===== src/rtl/core/cpyr_pkg.sv =====
// ----------------------------------------------------------------------------
// Cartesian to pitch/yaw/range package
// Shared constants and types for the vectoring CORDIC datapath.
// ----------------------------------------------------------------------------
package cpyr_pkg;

    localparam int CORDIC_W    = 64;
    localparam int ANGLE_ACC_W = 32;
    localparam int ATAN_STEPS  = 24;

    typedef logic signed [CORDIC_W-1:0] cordic_word_t;
    typedef logic [ANGLE_ACC_W-1:0]     turn_t;

    localparam turn_t QUARTER_TURN = 32'h4000_0000;
    localparam turn_t HALF_TURN    = 32'h8000_0000;
    localparam turn_t PITCH_WRAP   = 32'hC000_0000;

    localparam turn_t ATAN_TABLE [ATAN_STEPS] = '{
        32'd536870912, 32'd316933406, 32'd167458907, 32'd85004756,
        32'd42667331,  32'd21354465,  32'd10680862,  32'd5340245,
        32'd2670675,   32'd1335087,   32'd667544,    32'd333772,
        32'd166886,    32'd83443,     32'd41722,     32'd20861,
        32'd10430,     32'd5215,      32'd2608,      32'd1304,
        32'd652,       32'd326,       32'd163,       32'd81
    };

endpackage


===== src/rtl/core/cpyr_sqrt.sv =====
// ----------------------------------------------------------------------------
// Pipelined rounded square root
// Digit-by-digit root, one result bit per stage, then a rounding stage.
// ----------------------------------------------------------------------------
module cpyr_sqrt #(
    parameter int ROOT_WIDTH = 24
) (
    input  logic                    clk,
    input  logic [2*ROOT_WIDTH-1:0] radicand,
    output logic [ROOT_WIDTH:0]     root
);
    import cpyr_pkg::*;

    localparam int REM_W = ROOT_WIDTH + 2;
    localparam int TRY_W = REM_W + 2;

    logic [REM_W-1:0]        rem_reg   [ROOT_WIDTH];
    logic [REM_W-1:0]        rem_next  [ROOT_WIDTH];
    logic [ROOT_WIDTH-1:0]   q_reg     [ROOT_WIDTH];
    logic [ROOT_WIDTH-1:0]   q_next    [ROOT_WIDTH];
    logic [2*ROOT_WIDTH-1:0] rad_reg   [ROOT_WIDTH];
    logic [2*ROOT_WIDTH-1:0] rad_next  [ROOT_WIDTH];
    logic [ROOT_WIDTH:0]     root_reg;
    logic [ROOT_WIDTH:0]     root_next;

    always_comb
    begin
        logic [REM_W-1:0]        rem_cur;
        logic [ROOT_WIDTH-1:0]   q_cur;
        logic [2*ROOT_WIDTH-1:0] rad_cur;
        logic [TRY_W-1:0]        trial;
        logic [TRY_W-1:0]        subtrahend;
        logic [TRY_W-1:0]        diff;
        for (int k = 0; k < ROOT_WIDTH; k++)
        begin
            if (k == 0)
            begin
                rem_cur = '0;
                q_cur   = '0;
                rad_cur = radicand;
            end
            else
            begin
                rem_cur = rem_reg[k-1];
                q_cur   = q_reg[k-1];
                rad_cur = rad_reg[k-1];
            end
            trial      = {rem_cur, rad_cur[2*ROOT_WIDTH-1 -: 2]};
            subtrahend = {2'b00, q_cur, 2'b01};
            diff       = trial - subtrahend;
            if (trial >= subtrahend)
            begin
                rem_next[k] = diff[REM_W-1:0];
                q_next[k]   = {q_cur[ROOT_WIDTH-2:0], 1'b1};
            end
            else
            begin
                rem_next[k] = trial[REM_W-1:0];
                q_next[k]   = {q_cur[ROOT_WIDTH-2:0], 1'b0};
            end
            rad_next[k] = rad_cur << 2;
        end
    end

    // The root is rounded to nearest when the remainder exceeds it.
    assign root_next = {1'b0, q_reg[ROOT_WIDTH-1]}
                     + (ROOT_WIDTH+1)'(rem_reg[ROOT_WIDTH-1] > {2'b00, q_reg[ROOT_WIDTH-1]});

    always_ff @(posedge clk)
    begin
        for (int k = 0; k < ROOT_WIDTH; k++)
        begin
            rem_reg[k] <= rem_next[k];
            q_reg[k]   <= q_next[k];
            rad_reg[k] <= rad_next[k];
        end
        root_reg <= root_next;
    end

    assign root = root_reg;

endmodule


===== config.mk =====
export PLATFORM = sky130hd
export DESIGN_NAME = cpyr_sqrt
export DESIGN_NICKNAME = d
export VERILOG_FILES = /design/src/rtl/core/cpyr_pkg.sv /design/src/rtl/core/cpyr_sqrt.sv
export SDC_FILE = /design/constraint.sdc
export NUM_CORES = 2
export LEC_CHECK = 0
export BUFFER_PORTS_ARGS = -buffer_cell sky130_fd_sc_hd__buf_2
export CAP_MARGIN = 20
export CORE_UTILIZATION = 32
export CTS_CLUSTER_DIAMETER = 60
export DETAILED_ROUTE_END_ITERATION = 8
export PLACE_DENSITY_LB_ADDON = 0.08
export SLEW_MARGIN = 20
export SYNTH_ARGS = -nofsm -noshare
export SYNTH_HDL_FRONTEND = slang
export SYNTH_SLANG_ARGS = --single-unit

===== constraint.sdc =====
create_clock -name clk -period 7.9 [get_ports clk]
set_input_delay 0.79 -clock clk [delete_from_list [all_inputs] [get_ports clk]]
set_output_delay 0.79 -clock clk [all_outputs]
set_load 0.01 [all_outputs]

==> summary.txt <==
Power
  • Power share of the clock group: 0.375
  • Cell area power density: 348 mW/mm^2
  • Maximum vdd ir drop: 0.000223 V
  • NetSw: 0.00638 W
  • Sw Share: 0.290
  • Internal power consumption: 0.0156 W
  • Sequential share of power: 0.445
  • Comb power frac: 0.180
  • Leak: 29.1 nW

Die
  • Die area: 0.170 mm^2
  • Initial cell density of the core: 0.323
  • Height of the chip: 413 um
  • Width of the die: 413 um
  • Core footprint: 0.167 mm^2
  • Standard-cell rows: 150
  • Top-level I/O count: 74

Detailed routing
  • Count of vias placed by the detailed router: 36000
  • Total wire length: 119000 um
  • Post-route DRC: 0
  • Met3 WL post-DR: 4810 um
  • Highest routing layer actually used: met4
  • Met2 routed WL: 52500 um
  • Count of TritonRoute iterations in the first routing pass: 8
  • Post-route ant nets: 0
  • Drt wl/cell: 15.1 um
  • Wire length on met1: 58400 um
  • Drt via density: 4.58
  • First DRT Iteration DRCs: 2002

Finish
  • Nets: 5921
  • Signed area change from the synthesized netlist to the final layout: 16.7%
  • Fraction of final layout cells with drive strength greater than 1: 0.0848
  • Flip-flop count of the largest register after layout: 589
  • Cell area after layout: 0.0631 mm^2

Setup path
  • Category of the worst setup path capture point: flip-flop
  • Required arrival time at the worst endpoint: 8630 ps
  • Worst Setup Start Kind: flip-flop
  • Largest fanout on the critical path: 4
  • Buffers & Inverters on Critical Path: 2
  • Dominant delay contributor by cell family on the critical path: simple AND/OR/NAND/NOR gates
  • Cell with the largest stage delay on the worst path: dfxtp_1
  • Sequence of cells on the critical path: inv_1, ha_1, nor2b_1, o21ai_0, nand2b_1, a21oi_1, o21ai_0, a21oi_1, nor2b_1, o21ai_0, a21oi_1, ha_1, ha_1, nand3_1, inv_1, nand3_1, nor2_1, nand4_1, nor4_1, xnor2_1
  • Launch point of the critical path: q_reg[2][169]
  • Arrival time worst endpoint: 4480 ps
  • Critical Path Max Stage Delay: 380 ps
  • Worst Setup Path Type: reg -> reg
  • Origin of the critical flop-to-flop path: q_reg[2][169]

STA
  • Worst Slack Setup Final: 4150 ps
  • Maximum operating frequency: 0.267 GHz
  • Post-route minimum period: 3750 ps
  • Slew Limit Headroom: 0.343
  • Fin Clk Skew: 25.4 ps
  • Unrepaired setup endpoints after global routing: no
  • Worst slew pin tran: 961 ps
  • Total negative setup slack: 0 ps
  • Final setup violating endpoints: 0
  • Pins Over Slew Limit: 0
  • Share of the cycle needed by the critical path after routing: 0.475
  • Hold violation total from the final report: 0

Yosys
  • Post-synth EDFFs: 0
  • Top cells by instance count after synthesis: dfxtp_1 (1466), inv_1 (439), nand2_1 (414)
  • Register bit count reported by yosys: 1466
  • Per-instance average area after synthesis: 10.1 um^2
  • Async SR Flop Fraction: 0
  • Top-count cell post-synth: dfxtp_1
  • Total standard cell area after synthesis: 0.0540 mm^2
  • Count of different cell masters after synthesis: 93
  • Most used flip-flop cell after synthesis: dfxtp_1
  • Synth warnings: 0
  • Area share of the largest cell type after synthesis: 0.543
  • Post-synthesis cell type with the largest combined area: dfxtp_1
  • Top post-synthesis cells by area: dfxtp_1 (54%), ha_1 (8.2%), xnor2_1 (4.2%)
  • Post-synth net total: 5737
  • Number of cells produced by synthesis: 5334
  • Sequential area share after synthesis: 0.543

Clocking
  • CTS H-Tree Depth: 4
  • Latest clock arrival within the worst-skew pair: 790 ps
  • Root cell of the clock tree: clkbuf_16
  • Worst-path clk slew: 60 ps
  • Total CTS buffers: 172
  • TritonCTS clock tree: built
  • Post-cts sizing count: 0
  • Number of hold-repair buffers added at the cts stage: 0
  • # clock sinks: 1466
  • Max clock buf depth: 3
  • Setup Buffers After CTS: 0

Place
  • Final HPWL DP: 88200 um
  • Port bufs: 73
  • Routability-driven placement congestion ratio: 0.812
  • Setup slack after placement: 4100 ps
  • Placement-stage cell area: 0.0570 mm^2

Run status
  • Status: complete, no violations

Run
  • Max Cap Viol: 0

GRT
  • Via count of the first global-routing pass: 35500
  • Leftover overflow at the end of global routing: 0
  • Initial antenna violation count: 3
  • Global routing usage summed across all routing layers: 0.140
  • Pin count of the biggest net entering global routing: 46
  • Wire length of the first global-routing pass: 192000 um

Worst hold path
  • Worst hold-check path type: in -> reg
  • Hold Crit Start: radicand[3]
layer usage:
metal | vias to the layer above | GRT usage
li1 | 18600 | -
met3 | 229 | 0.0279
met5 | - | 0
met2 | 554 | 0.220
met4 | 0 | 0.0485
met1 | 16600 | 0.191
worst reg2reg max path, cell delays in order, from the launching register on:
cell      delay, ps
dfxtp_1         380
inv_1            60
ha_1            280
nor2b_1         110
o21ai_0          80
nand2b_1         80
a21oi_1          60
o21ai_0         140
a21oi_1          80
nor2b_1         130
o21ai_0         130
a21oi_1         300
ha_1            250
ha_1            190
nand3_1         150
inv_1           120
nand3_1         160
nor2_1          260
nand4_1         260
nor4_1          300
xnor2_1         150
cell usage in the layout, fill, tap and decap left out, types with 20 or more instances in the layout:
cell type	Yosys	layout
a211oi_1	24	24
a21o_1	128	128
a21oi_1	290	288
a31oi_1	34	33
and3_1	27	27
buf_2	9	73
buf_4	0	21
bufinv_16	0	20
clkbuf_1	71	25
clkbuf_16	0	173
clkbuf_8	0	35
clkinv_2	0	25
dfxtp_1	1466	1466
ha_1	354	354
inv_1	439	439
mux2_2	27	27
nand2_1	414	414
nand2b_1	70	70
nand3_1	75	75
nand4_1	63	63
nor2_1	299	299
nor2b_1	61	61
nor3_1	147	147
nor4_1	57	57
o21a_1	62	62
o21ai_0	320	318
o21bai_1	23	23
o31ai_1	34	34
or2_2	27	27
or3_1	46	46
or4_1	27	27
xnor2_1	258	258
xor2_1	235	235
through the flow:
step / utilization / hold WS (ps) / std cells / power (W)
after global routing: 0.377 / 26.8 / 7866 / 0.0233
after CTS: 0.377 / 2.04 / 7866 / 0.0224
final: 0.377 / 82.9 / 7867 / 0.0220
after floorplan: - / 310 / 5334 / 0.0126
after global placement: 0.341 / 310 / 7548 / 0.0139
after detailed placement: 0.341 / 312 / 7548 / 0.0139
power groups by stage:
stage | Clock, W | Sequential, W | Combinational [W]
after floorplan | 0 | 0.00957 | 0.00303
after global placement | 0 | 0.00997 | 0.00397
after detailed placement | 0 | 0.00995 | 0.00396
after CTS | 0.00856 | 0.00981 | 0.00399
after global routing | 0.00888 | 0.00996 | 0.00448
final | 0.00824 | 0.00977 | 0.00394
kinds of logic after synthesis:
family | share of synthesized area
AOI/OAI and AO/OA | 0.122
xor gates and xnor gates | 0.0799
adders and majority gates | 0.0820
buffers and inverters | 0.0368
DFF | 0.543
muxes | 0.00841
other | 0.0000694
and+or+nand+nor | 0.128
worst paths after layout:
path                                         to  slack [ps]  cells after the start
worst max-delay path                   root[20]        4150                     20
worst min register to register  rad_reg[0][152]         310                      0
worst min-delay path              rad_reg[0][3]          80                      1
worst max register to register         root[20]        4150                     20
cell type report:
class | instances | area, um^2
well taps | 2204 | 2760
diodes | 1 | 2.50
inverters | 440 | 1650
repair buffers | 94 | 523
fillers | 16700 | 104000
clock inverters | 85 | 1130
flip-flops and latches | 1466 | 29300
multi-input cells | 3344 | 22700
clock buffers | 233 | 4900
Power figures use the tool's default switching activity.
